## src/esd_pkg.sv

```systemverilog
// ----------------------------------------------------------------------------
// esd_pkg: shared types, character codes and helpers for the escape decoder
// Holds the decode mode enum, the result beat struct and the small
// character classification functions used by the decode logic.
// ----------------------------------------------------------------------------
`default_nettype none

package esd_pkg;

    localparam int CHAR_W = 16;
    localparam int HEX_W  = 8;

    // decode mode: normal, just after a backslash, collecting hex digits
    typedef enum logic [1:0] {
        MODE_NORMAL = 2'd0,
        MODE_ESC    = 2'd1,
        MODE_HEX    = 2'd2
    } mode_t;

    // character codes
    localparam logic [CHAR_W-1:0] CH_BACKSLASH = 16'h005C;
    localparam logic [CHAR_W-1:0] CH_X         = 16'h0078;
    localparam logic [CHAR_W-1:0] CH_A         = 16'h0061;
    localparam logic [CHAR_W-1:0] CH_B         = 16'h0062;
    localparam logic [CHAR_W-1:0] CH_F         = 16'h0066;
    localparam logic [CHAR_W-1:0] CH_N         = 16'h006E;
    localparam logic [CHAR_W-1:0] CH_R         = 16'h0072;
    localparam logic [CHAR_W-1:0] CH_T         = 16'h0074;
    localparam logic [CHAR_W-1:0] CH_V         = 16'h0076;
    localparam logic [CHAR_W-1:0] CH_0         = 16'h0030;
    localparam logic [CHAR_W-1:0] CH_9         = 16'h0039;
    localparam logic [CHAR_W-1:0] CH_UA        = 16'h0041;
    localparam logic [CHAR_W-1:0] CH_UF        = 16'h0046;

    // control codes produced by the mapped escapes
    localparam logic [CHAR_W-1:0] CODE_BEL = 16'd7;
    localparam logic [CHAR_W-1:0] CODE_BS  = 16'd8;
    localparam logic [CHAR_W-1:0] CODE_HT  = 16'd9;
    localparam logic [CHAR_W-1:0] CODE_LF  = 16'd10;
    localparam logic [CHAR_W-1:0] CODE_VT  = 16'd11;
    localparam logic [CHAR_W-1:0] CODE_FF  = 16'd12;
    localparam logic [CHAR_W-1:0] CODE_CR  = 16'd13;

    // most hex digits taken after \x
    localparam logic [1:0] HEX_MAX_DIGITS = 2'd2;

    // one result beat
    typedef struct packed {
        logic [CHAR_W-1:0] out_char;
        logic              char_valid;
        logic              end_of_text;
    } res_t;

    // hex digit check: bit 4 = is a digit, bits 3:0 = its value
    function automatic logic [4:0] hex_digit(input logic [CHAR_W-1:0] c);
        logic [CHAR_W-1:0] d;
        begin
            d = '0;
            if (c >= CH_0 && c <= CH_9)
            begin
                d = c - CH_0;
                hex_digit = {1'b1, d[3:0]};
            end
            else if (c >= CH_A && c <= CH_F)
            begin
                d = c - CH_A + 16'd10;
                hex_digit = {1'b1, d[3:0]};
            end
            else if (c >= CH_UA && c <= CH_UF)
            begin
                d = c - CH_UA + 16'd10;
                hex_digit = {1'b1, d[3:0]};
            end
            else
            begin
                hex_digit = 5'd0;
            end
        end
    endfunction

    // single-letter escapes; anything else stands for itself
    function automatic logic [CHAR_W-1:0] map_escape(input logic [CHAR_W-1:0] c);
        begin
            unique case (c)
                CH_A:    map_escape = CODE_BEL;
                CH_B:    map_escape = CODE_BS;
                CH_F:    map_escape = CODE_FF;
                CH_N:    map_escape = CODE_LF;
                CH_R:    map_escape = CODE_CR;
                CH_T:    map_escape = CODE_HT;
                CH_V:    map_escape = CODE_VT;
                default: map_escape = c;
            endcase
        end
    endfunction

endpackage

`default_nettype wire

```

## src/escape_sequence_decoder_top.sv

```systemverilog
// ----------------------------------------------------------------------------
// escape_sequence_decoder_top: C-style backslash escape decoder
// Decodes one 16-bit character per input beat and emits up to two result
// beats through a two-entry result buffer.
// ----------------------------------------------------------------------------
//
//   channel | handshake           | payload
//   --------+---------------------+-----------------------------------------
//   input   | in_valid / in_ready | char_code, last_in_text
//   output  | out_valid/out_ready | out_char, char_valid, end_of_text
//
// A character is decoded in the cycle it is taken; its results appear on the
// output from the next cycle. One character per cycle while the sink keeps
// up; a character that flushes a pending hex value gives two beats and so
// holds the input while both are pending. The input is taken only when the
// result buffer will be empty after this cycle's output beat. Reset clears
// the decode state and empties the buffer.
// ----------------------------------------------------------------------------
`default_nettype none

module escape_sequence_decoder_top
(
    input  wire logic        clk,
    input  wire logic        rst_n,

    input  wire logic        in_valid,
    output logic             in_ready,
    input  wire logic [15:0] char_code,
    input  wire logic        last_in_text,

    output logic             out_valid,
    input  wire logic        out_ready,
    output logic [15:0]      out_char,
    output logic             char_valid,
    output logic             end_of_text
);

    // decode state
    esd_pkg::mode_t            mode_reg, mode_next;
    logic [esd_pkg::HEX_W-1:0] acc_reg, acc_next;
    logic [1:0]                hcnt_reg, hcnt_next;

    // result buffer, entry 0 is the head
    esd_pkg::res_t             buf0_reg, buf1_reg;
    logic [1:0]                count_reg;

    esd_pkg::res_t             res0, res1;
    logic [1:0]                nres;

    logic                      accept;
    logic                      pop;
    logic [4:0]                hd;
    logic                      take_digit;
    logic                      flush;
    logic                      is_esc;
    logic [esd_pkg::HEX_W-1:0] acc_shift;

    // handshake
    assign pop      = out_valid && out_ready;
    assign in_ready = (count_reg == 2'd0) || (count_reg == 2'd1 && out_ready);
    assign accept   = in_valid && in_ready;

    // character classification
    assign hd         = esd_pkg::hex_digit(char_code);
    assign take_digit = (mode_reg == esd_pkg::MODE_HEX) &&
                        (hcnt_reg < esd_pkg::HEX_MAX_DIGITS) && hd[4];
    assign flush      = (mode_reg == esd_pkg::MODE_HEX) && !take_digit;
    assign is_esc     = (mode_reg == esd_pkg::MODE_ESC);
    assign acc_shift  = {acc_reg[3:0], hd[3:0]};

    // next decode state
    always_comb
    begin
        mode_next = mode_reg;
        acc_next  = acc_reg;
        hcnt_next = hcnt_reg;
        if (take_digit)
        begin
            acc_next  = acc_shift;
            hcnt_next = hcnt_reg + 2'd1;
        end
        else if (is_esc && char_code == esd_pkg::CH_X)
        begin
            mode_next = esd_pkg::MODE_HEX;
            acc_next  = '0;
            hcnt_next = '0;
        end
        else if (!is_esc && char_code == esd_pkg::CH_BACKSLASH)
        begin
            // normal mode, or normal after a hex flush
            mode_next = esd_pkg::MODE_ESC;
            acc_next  = '0;
            hcnt_next = '0;
        end
        else
        begin
            mode_next = esd_pkg::MODE_NORMAL;
            acc_next  = '0;
            hcnt_next = '0;
        end
        // end of text returns everything to reset values
        if (last_in_text)
        begin
            mode_next = esd_pkg::MODE_NORMAL;
            acc_next  = '0;
            hcnt_next = '0;
        end
    end

    // result beats for this character
    always_comb
    begin
        res0 = '0;
        res1 = '0;
        nres = 2'd0;
        if (take_digit)
        begin
            if (last_in_text)
            begin
                res0 = '{out_char: {8'd0, acc_shift}, char_valid: 1'b1,
                         end_of_text: 1'b1};
                nres = 2'd1;
            end
        end
        else if (is_esc)
        begin
            if (char_code == esd_pkg::CH_X)
            begin
                if (last_in_text)
                begin
                    res0 = '{out_char: '0, char_valid: 1'b1, end_of_text: 1'b1};
                    nres = 2'd1;
                end
            end
            else
            begin
                res0 = '{out_char: esd_pkg::map_escape(char_code), char_valid: 1'b1,
                         end_of_text: last_in_text};
                nres = 2'd1;
            end
        end
        else
        begin
            // normal handling, preceded by the pending hex value on a flush
            if (char_code == esd_pkg::CH_BACKSLASH)
            begin
                res1 = '{out_char: '0, char_valid: 1'b0, end_of_text: 1'b1};
            end
            else
            begin
                res1 = '{out_char: char_code, char_valid: 1'b1,
                         end_of_text: last_in_text};
            end
            if (flush)
            begin
                res0 = '{out_char: {8'd0, acc_reg}, char_valid: 1'b1,
                         end_of_text: 1'b0};
                nres = (char_code == esd_pkg::CH_BACKSLASH && !last_in_text) ?
                       2'd1 : 2'd2;
            end
            else
            begin
                res0 = res1;
                nres = (char_code == esd_pkg::CH_BACKSLASH && !last_in_text) ?
                       2'd0 : 2'd1;
            end
        end
    end

    // decode state registers
    always_ff @(posedge clk or negedge rst_n)
    begin
        if (!rst_n)
        begin
            mode_reg <= esd_pkg::MODE_NORMAL;
            acc_reg  <= '0;
            hcnt_reg <= '0;
        end
        else if (accept)
        begin
            mode_reg <= mode_next;
            acc_reg  <= acc_next;
            hcnt_reg <= hcnt_next;
        end
    end

    // result buffer count; an accept only happens when it drains to empty
    always_ff @(posedge clk or negedge rst_n)
    begin
        if (!rst_n)
        begin
            count_reg <= '0;
        end
        else if (accept)
        begin
            count_reg <= nres;
        end
        else if (pop)
        begin
            count_reg <= count_reg - 2'd1;
        end
    end

    // result buffer payload
    always_ff @(posedge clk)
    begin
        if (accept)
        begin
            buf0_reg <= res0;
            buf1_reg <= res1;
        end
        else if (pop)
        begin
            buf0_reg <= buf1_reg;
        end
    end

    assign out_valid   = (count_reg != 2'd0);
    assign out_char    = buf0_reg.out_char;
    assign char_valid  = buf0_reg.char_valid;
    assign end_of_text = buf0_reg.end_of_text;

    // checks
    a_count_max: assert property (@(posedge clk) disable iff (!rst_n)
        count_reg != 2'd3)
        else $error("result buffer overfilled");

    a_full_blocks: assert property (@(posedge clk) disable iff (!rst_n)
        (count_reg == 2'd2) |-> !in_ready)
        else $error("input taken with two beats still pending");

    a_flush_not_end: assert property (@(posedge clk) disable iff (!rst_n)
        (count_reg == 2'd2) |-> !buf0_reg.end_of_text)
        else $error("flushed hex beat marked end");

    a_last_resets: assert property (@(posedge clk) disable iff (!rst_n)
        (accept && last_in_text) |=>
            (mode_reg == esd_pkg::MODE_NORMAL && acc_reg == '0 && hcnt_reg == '0))
        else $error("state not cleared after end of text");

    a_cnt_hex_only: assert property (@(posedge clk) disable iff (!rst_n)
        (mode_reg != esd_pkg::MODE_HEX) |-> (hcnt_reg == 2'd0))
        else $error("digit count set outside hex mode");

endmodule

`default_nettype wire
```

## config.mk

```make
export PLATFORM = sky130hd
export DESIGN_NAME = escape_sequence_decoder_top
export DESIGN_NICKNAME = d
export VERILOG_FILES = /design/src/esd_pkg.sv /design/src/escape_sequence_decoder_top.sv
export SDC_FILE = /design/constraint.sdc
export NUM_CORES = 1
export LEC_CHECK = 0
export ABC_AREA = 1
export BUFFER_PORTS_ARGS = -buffer_cell sky130_fd_sc_hd__buf_2
export CELL_PAD_IN_SITES_DETAIL_PLACEMENT = 1
export CELL_PAD_IN_SITES_GLOBAL_PLACEMENT = 2
export CORE_UTILIZATION = 26
export DETAILED_ROUTE_END_ITERATION = 8
export PLACE_DENSITY = 0.71
export SLEW_MARGIN = 20
export SYNTH_ARGS = -nofsm -noshare
export SYNTH_HDL_FRONTEND = slang
export SYNTH_SLANG_ARGS = --single-unit
```

## constraint.sdc

```tcl
create_clock -name clk -period 4.7 [get_ports clk]
set_input_delay 0.47 -clock clk [delete_from_list [all_inputs] [get_ports clk]]
set_output_delay 0.47 -clock clk [all_outputs]
set_load 0.05 [all_outputs]
```

==> impl_metrics.sql, run 1 <==
INSERT INTO impl_metrics (metric_group, metric, value, unit) VALUES
('grt', 'globalRouteOverflowTotal', '0', ''),
('synth', 'yosysWarnings', '0', ''),
('synth', 'synth-simple-area-share', '0.338', ''),
('synth', 'ys_seq_elements', '50', ''),
('synth', 'yosys.area_share.adder', '0.0297', ''),
('cts', 'htree_levels', '2', ''),
('grt', 'first_global_vias', '2926', ''),
('setup_path', 'crit_required', '4.88', 'ns'),
('finish', 'drive_gt1_frac', '0.196', ''),
('place', 'dp_worst_setup_slack', '1.78', 'ns'),
('routing', 'avgRoutedWirePerCell', '15.9', 'um'),
('timing', 'hold-worst-slack', '0.0615', 'ns'),
('setup_path', 'critical_path.endpoint', 'count_reg[0]', ''),
('routing', 'vias_per_cell', '4.59', ''),
('finish', 'relative_area_change_from_synthesis_to_final_layout', '13.9', '%'),
('grt', 'first_pass_grt_wire_length', '16200', 'um'),
('synth', 'synthesis.area_per_instance', '8.30', 'um2'),
('setup_path', 'critPathKind', 'input pin to register', ''),
('timing', 'timing.fmax', '387', 'MHz'),
('power_and_ir_drop', 'power-per-cell-area', '457', 'nW/um2'),
('power_and_ir_drop', 'total_leakage_power', '0.00169', 'uW'),
('synth', 'synth_cells', '406', ''),
('synth', 'cell_area_after_synthesis', '3370', 'um2'),
('job', 'drv_cap', '0', ''),
('synth', 'netlist-cell-type-count', '38', ''),
('die', 'num_io_pins', '41', ''),
('setup_path', 'setup.worst_path.start_class', 'input pin', ''),
('routing', 'first_iter_violations', '90', ''),
('cts', 'cts.path.max_buffers', '2', ''),
('setup_path', 'worst_r2r_endpoint', 'count_reg[0]', ''),
('die', 'fp.coreArea', '12600', 'um2'),
('place', 'dpl.hpwl', '7640', 'um'),
('die', 'floorplan.die_area', '13400', 'um2'),
('cts', 'postCtsSetupRepairBufs', '0', ''),
('setup_path', 'timing.critical_path.fanout_max', '19', ''),
('timing', 'min_period_over_period', '0.549', ''),
('cts', 'tritoncts.num_buffers', '5', ''),
('timing', 'tns', '0', 'ns'),
('cts', 'post_cts_resize_count', '0', ''),
('synth', 'syn-num-nets', '435', ''),
('run_status', 'outcome', 'completed', ''),
('place', 'place.port_buffers', '40', ''),
('grt', 'grt_start_max_net_pins', '31', ''),
('timing', 'final.setup.worst_slack', '2.12', 'ns'),
('timing', 'rsz0062_at_grt', 'false', ''),
('routing', 'detail_route.drc_violations', '0', ''),
('cts', 'clock_latency', '0.30', 'ns'),
('finish', 'n_fill_cell', '1575', ''),
('setup_path', 'setup.worst_path.end_class', 'register', ''),
('timing', 'fin_skew', '0.0107', 'ns'),
('routing', 'ant_nets', '0', ''),
('synth', 'muxShareOfSynthArea', '0', ''),
('timing', 'worst-slew-pin-transition', '1.01', 'ns'),
('finish', 'antenna_cells', '0', ''),
('timing', 'setup_viol_count_final', '0', ''),
('routing', 'vias', '2825', ''),
('setup_path', 'reg2reg_depth', '11', ''),
('cts', 'cts_tree', 'built', ''),
('setup_path', 'ff2ff_setup_slack', '2.20', 'ns'),
('die', 'placement_rows', '41', ''),
('synth', 'synth_compound_area_frac', '0.116', ''),
('synth', 'synth_xor_xnor_area_share', '0.00260', ''),
('timing', 'final_period_minus_worst_setup_slack', '2.58', 'ns'),
('die', 'dieHeight', '116', 'um'),
('timing', 'number_of_failing_hold_endpoints_at_the_final_stage', '0', ''),
('finish', 'largest_register_ff_count', '18', ''),
('cts', 'post_cts_hold_buffer_count', '0', ''),
('cts', 'clkSinkCount', '50', ''),
('cts', 'clk_pin_slew_worst_paths', '0.07', 'ns'),
('die', 'die_w', '116', 'um'),
('setup_path', 'worst_r2r_startpoint', 'mode_reg[0]', ''),
('synth', 'synth_sequential_area_ratio', '0.425', ''),
('timing', 'drv_slew', '0', ''),
('routing', 'drt_pre_antenna_iters', '4', ''),
('finish', 'finish.net_count', '472', ''),
('hold_path', 'hp-class', 'input pin to async pin', ''),
('grt', 'antenna_violations_before_repair', '0', ''),
('setup_path', 'critical_path.startpoint', 'char_code[10]', ''),
('routing', 'finalWirelength', '9780', 'um'),
('setup_path', 'worstPathArrival', '2.76', 'ns'),
('die', 'initial_core_util', '0.267', ''),
('place', 'finalWeightedCongestion', '0.825', ''),
('power_and_ir_drop', 'worst_ir_drop_vdd', '0.175', 'mV'),
('cts', 'clockRootBuffer', 'sky130_fd_sc_hd__clkbuf_16', ''),
('synth', 'synth_top_family_by_area', 'simple AND/OR/NAND/NOR gates', ''),
('grt', 'globalRouteTotalUtil', '0.161', ''),
('timing', 'worst_slew_margin_rel', '0.329', '');
## placed cells by master, fill, tap and decap left out, types with 8 or more instances in the layout
| cell | n |
|---|---|
| sky130_fd_sc_hd__o21ai_0 | 17 |
| sky130_fd_sc_hd__buf_2 | 40 |
| sky130_fd_sc_hd__nor2_1 | 64 |
| sky130_fd_sc_hd__o31ai_4 | 9 |
| sky130_fd_sc_hd__a21oi_1 | 15 |
| sky130_fd_sc_hd__inv_1 | 39 |
| sky130_fd_sc_hd__nand2_1 | 96 |
| sky130_fd_sc_hd__edfxtp_1 | 36 |
| sky130_fd_sc_hd__ha_1 | 8 |
| sky130_fd_sc_hd__nand3_1 | 45 |
| sky130_fd_sc_hd__dfrtp_1 | 14 |
| sky130_fd_sc_hd__nand4_1 | 12 |
## synth_stat cells (all sizes together)
master | count | share of area
a21oi | 15 | 0.022
a22o | 1 | 0.0026
buf | 7 | 0.019
clkbuf | 4 | 0.013
dfrtp | 14 | 0.10
dlymetal6s2s | 1 | 0.0037
edfxtp | 36 | 0.32
ha | 8 | 0.030
inv | 46 | 0.053
nand2 | 104 | 0.13
nand3 | 47 | 0.075
nand4 | 12 | 0.022
nor2 | 72 | 0.098
nor3 | 7 | 0.013
o21a | 1 | 0.0022
o21ai | 17 | 0.025
o21bai | 1 | 0.0022
o22ai | 1 | 0.0019
o31ai | 10 | 0.059
or2 | 1 | 0.0019
xor2 | 1 | 0.0026
## kinds of logic (layout without fill, tap and decap cells)
kind of cell    after synthesis  in the layout
simple gates                243            243
buf+inv                      58             96
fa+ha+maj                     8              8
flops                        50             50
compound gates               46             46
xor+xnor                      1              1
## stage by stage
stage          instances  cell area, um2  total power (uW)  utilization
2_1_floorplan        406            3370              1230            -
3_3_place_gp         608            3680              1380        0.292
3_5_place_dp         608            3680              1390        0.292
4_1_cts              616            3840              1780        0.304
5_1_grt              616            3840              1860        0.304
6_report             616            3840              1750        0.304
## power by group
part	internal (uW)	switching, uW
combinational	170	542
sequential	623	33.1
clock	214	170
## metal layers
| metal | vias to the layer above | part of all wire | GRT usage |
|---|---|---|---|
| met2 | 44 | 0.46 | 0.254 |
| met5 | - | 0 | 0 |
| met1 | 1347 | 0.49 | 0.228 |
| li1 | 1423 | - | - |
| met3 | 11 | 0.037 | 0.0230 |
| met4 | 0 | 0.017 | 0.0513 |
## critical path, cell delays in order
cell and delay (ns):
sky130_fd_sc_hd__buf_2 0.11, sky130_fd_sc_hd__nor2_1 0.18, sky130_fd_sc_hd__nand2_1 0.12, sky130_fd_sc_hd__nor2_4 0.36, sky130_fd_sc_hd__nand3_1 0.15, sky130_fd_sc_hd__nand2_2 0.13, sky130_fd_sc_hd__nand3_4 0.13, sky130_fd_sc_hd__nand2_8 0.15
sky130_fd_sc_hd__nand2_4 0.11, sky130_fd_sc_hd__inv_4 0.26, sky130_fd_sc_hd__ha_1 0.29, sky130_fd_sc_hd__nand2_1 0.07, sky130_fd_sc_hd__nand3_1 0.09, sky130_fd_sc_hd__nand2_1 0.09, sky130_fd_sc_hd__a21oi_1 0.06
## cell type report
| class | count | area, um2 | area share |
|---|---|---|---|
| Clock inverter | 2 | 17.5 | 0.00457 |
| Inverter | 46 | 178 | 0.0463 |
| Sequential cell | 50 | 1430 | 0.373 |
| Clock buffer | 6 | 139 | 0.0362 |
| Timing Repair Buffer | 42 | 215 | 0.0561 |
| Multi-Input combinational cell | 298 | 1640 | 0.428 |
| Tap cell | 172 | 215 | 0.0561 |
## worst min-delay path by stage
stage | start | to | slack [ns] | cells past startpoint
6_report | rst_n | hcnt_reg[0] | 0.06 | 1
3_5_place_dp | rst_n | hcnt_reg[0] | 0.39 | 1
5_1_grt | rst_n | hcnt_reg[0] | 0.08 | 1
2_1_floorplan | rst_n | acc_reg[0] | 0.17 | 0
3_3_place_gp | rst_n | hcnt_reg[0] | 0.39 | 1
4_1_cts | rst_n | hcnt_reg[0] | 0.07 | 1
(Power assumes the default switching activity.)
==> run 2, diff against run 1 <==
==> constraint.sdc (replaced) <==
create_clock -name clk -period 2.6 [get_ports clk]
set_input_delay 0.26 -clock clk [delete_from_list [all_inputs] [get_ports clk]]
set_output_delay 0.26 -clock clk [all_outputs]
set_load 0.05 [all_outputs]
==> run 2 against run 1 <==
Net effect: cell count grew 1.9%; critical path depth down 4; combinational power rose by 87%; critical path type is now register to register; largest power group unchanged; total power is 81% higher; non-clock buffer count up 12; critical endpoint unchanged; global-route usage is 0.075 points higher; register-to-register slack lost 1.8 ns; largest cell class unchanged; clock power up 73%; die area is the same.
==> impl_metrics.sql, run 2 (synthesis gave the netlist of run 1 again) <==
INSERT INTO impl_metrics (metric_group, metric, value, unit) VALUES
('setup_path', 'worstPathArrival', '2.42', 'ns'),
('timing', 'fin_skew', '0.00930', 'ns'),
('die', 'floorplan.die_area', '13400', 'um2'),
('finish', 'layout.cells.most_common_list', 'sky130_fd_sc_hd__nand2_1, sky130_fd_sc_hd__nor2_1, sky130_fd_sc_hd__nand3_1', ''),
('power_and_ir_drop', 'worst_ir_drop_vdd', '0.251', 'mV'),
('setup_path', 'crit_required', '2.79', 'ns'),
('grt', 'first_global_vias', '3067', ''),
('timing', 'final_period_minus_worst_setup_slack', '2.23', 'ns'),
('finish', 'drive_gt1_frac', '0.217', ''),
('setup_path', 'crit_slowest_cell', 'sky130_fd_sc_hd__dfrtp_1', ''),
('setup_path', 'critPathKind', 'register to register', ''),
('setup_path', 'worst_r2r_startpoint', 'mode_reg[0]', ''),
('grt', 'grt_start_max_net_pins', '31', ''),
('power_and_ir_drop', 'power-per-cell-area', '810', 'nW/um2'),
('cts', 'clk_pin_slew_worst_paths', '0.07', 'ns'),
('die', 'die_w', '116', 'um'),
('timing', 'final.setup.worst_slack', '0.371', 'ns'),
('grt', 'met3_usage', '0.0157', ''),
('grt', 'globalRouteTotalUtil', '0.162', ''),
('job', 'drv_cap', '0', ''),
('grt', 'met2_usage', '0.268', ''),
('grt', 'first_pass_grt_wire_length', '16500', 'um'),
('grt', 'grtUsageMet1', '0.222', ''),
('cts', 'post_cts_hold_buffer_count', '1', ''),
('finish', 'antenna_cells', '0', ''),
('power_and_ir_drop', 'total_leakage_power', '0.00174', 'uW'),
('die', 'num_io_pins', '41', ''),
('cts', 'tritoncts.num_buffers', '5', ''),
('setup_path', 'critical_path.endpoint', 'count_reg[0]', ''),
('die', 'initial_core_util', '0.267', ''),
('cts', 'postCtsSetupRepairBufs', '0', ''),
('finish', 'final-seq-area', '1430', 'um2'),
('place', 'dp_worst_setup_slack', '0.199', 'ns'),
('setup_path', 'path_delay_family', 'simple AND/OR/NAND/NOR gates', ''),
('routing', 'ant_nets', '0', ''),
('setup_path', 'setup.worst_path.end_class', 'register', ''),
('cts', 'clock_latency', '0.30', 'ns'),
('routing', 'vias_per_cell', '4.66', ''),
('routing', 'first_iter_violations', '157', ''),
('grt', 'globalRoute.busiestLayer', 'met2', ''),
('timing', 'min_period_over_period', '0.857', ''),
('cts', 'htree_levels', '2', ''),
('die', 'dieHeight', '116', 'um'),
('finish', 'final_core_utilization', '0.311', ''),
('cts', 'clockRootBuffer', 'sky130_fd_sc_hd__clkbuf_16', ''),
('timing', 'setup_viol_count_final', '0', ''),
('timing', 'tns', '0', 'ns'),
('setup_path', 'timing.critical_path.buf_inv', '2', ''),
('timing', 'worst-slew-pin-transition', '0.823', 'ns'),
('timing', 'number_of_failing_hold_endpoints_at_the_final_stage', '0', ''),
('setup_path', 'ff2ff_setup_slack', '0.37', 'ns'),
('finish', 'n_fill_cell', '1573', ''),
('grt', 'antenna_violations_before_repair', '0', ''),
('setup_path', 'critPathMaxStageDelay', '0.42', 'ns'),
('routing', 'avgRoutedWirePerCell', '15.9', 'um'),
('setup_path', 'critical_path.startpoint', 'mode_reg[0]', ''),
('place', 'place.port_buffers', '40', ''),
('routing', 'finalWirelength', '9990', 'um'),
('finish', 'multi_input_area', '1640', 'um2'),
('timing', 'rsz0062_at_grt', 'false', ''),
('finish', 'largest_register_ff_count', '18', ''),
('setup_path', 'worst_r2r_endpoint', 'count_reg[0]', ''),
('setup_path', 'timing.critical_path.fanout_max', '10', ''),
('routing', 'drt_pre_antenna_iters', '4', ''),
('timing', 'worst_slew_margin_rel', '0.450', ''),
('hold_path', 'hp-class', 'input pin to register', ''),
('finish', 'mostFrequentLayoutCell', 'sky130_fd_sc_hd__nand2_1', ''),
('cts', 'clkSinkCount', '50', ''),
('place', 'dpl.hpwl', '7850', 'um'),
('cts', 'cts_tree', 'built', ''),
('timing', 'timing.fmax', '449', 'MHz'),
('setup_path', 'timing.critical_path.cells', 'nor2_4, inv_1, nor2_2, nand2_8, nand2_4, inv_4, ha_1, nand2_1, nand3_1, nand2_1, a21oi_1', ''),
('place', 'place_inst', '619', ''),
('timing', 'drv_slew', '0', ''),
('setup_path', 'most_numerous_cell_on_the_critical_path', 'sky130_fd_sc_hd__nand2_1', ''),
('setup_path', 'reg2reg_depth', '11', ''),
('die', 'fp.coreArea', '12600', 'um2'),
('finish', 'layout.cells.non_filler', '628', ''),
('setup_path', 'critical_path_depth', '11', ''),
('finish', 'finish.net_count', '484', ''),
('run_status', 'outcome', 'completed', ''),
('routing', 'vias', '2929', ''),
('cts', 'cts.path.max_buffers', '2', ''),
('place', 'finalWeightedCongestion', '0.856', ''),
('cts', 'post_cts_resize_count', '0', ''),
('setup_path', 'setup.worst_path.start_class', 'register', ''),
('die', 'placement_rows', '41', ''),
('routing', 'detail_route.drc_violations', '0', ''),
('grt', 'globalRouteOverflowTotal', '0', ''),
('finish', 'relative_area_change_from_synthesis_to_final_layout', '16.5', '%');
run 2: cell count changes in the layout (fill, tap and decap cells not counted), sizes merged:
| cell | change |
|---|---|
| clkinv | -2 |
| buf | +11 |
| dlygate4sd3 | +1 |
| inv | +1 |
| clkinvlp | +2 |
| clkbuf | -1 |
run 2: how the worst min path moves through the flow:
stage	startpoint	endpoint	slack, ns	cells past startpoint
6_report	char_code[11]	buf1_reg[13]	0.33	3
5_1_grt	char_code[15]	buf1_reg[17]	0.35	3
3_5_place_dp	rst_n	acc_reg[7]	0.19	1
4_1_cts	char_code[11]	buf1_reg[13]	0.33	3
3_3_place_gp	rst_n	acc_reg[7]	0.20	1
2_1_floorplan	rst_n	acc_reg[0]	-0.04	0
run 2: metrics by stage:
| step | instance area (um2) | hold slack, ns | total power [uW] |
|---|---|---|---|
| 3_3_place_gp | 3760 | 0.196 | 2520 |
| 6_report | 3920 | 0.328 | 3180 |
| 3_5_place_dp | 3760 | 0.193 | 2550 |
| 2_1_floorplan | 3370 | -0.0356 | 2220 |
| 4_1_cts | 3920 | 0.330 | 3220 |
| 5_1_grt | 3920 | 0.346 | 3350 |
run 2: routing by layer:
metal  wire length [um]  vias to the layer above
met5                  0                        -
met1               4920                     1429
met4                166                        0
li1                   -                     1440
met3                264                       11
met2               4640                       49
run 2: final cells by class:
type / count / area share
Clock buffer: 5 / 0.0319
Clock inverter: 3 / 0.00606
Inverter: 46 / 0.0453
Multi-Input combinational cell: 298 / 0.419
Sequential cell: 50 / 0.365
Tap cell: 172 / 0.0548
Timing Repair Buffer: 54 / 0.0784
run 2: power by group:
group          switching (uW)  total (uW)  internal (uW)  leakage, uW
Clock                     306         667            360    0.0000664
Combinational             996        1330            329      0.00115
Sequential               60.3        1190           1130     0.000528
Total                    1360        3180           1820      0.00174
run 2: worst min-delay path: cells and delay by family:
family        cells  cell delay, ns
buf+inv           2            0.15
simple gates      1            0.10
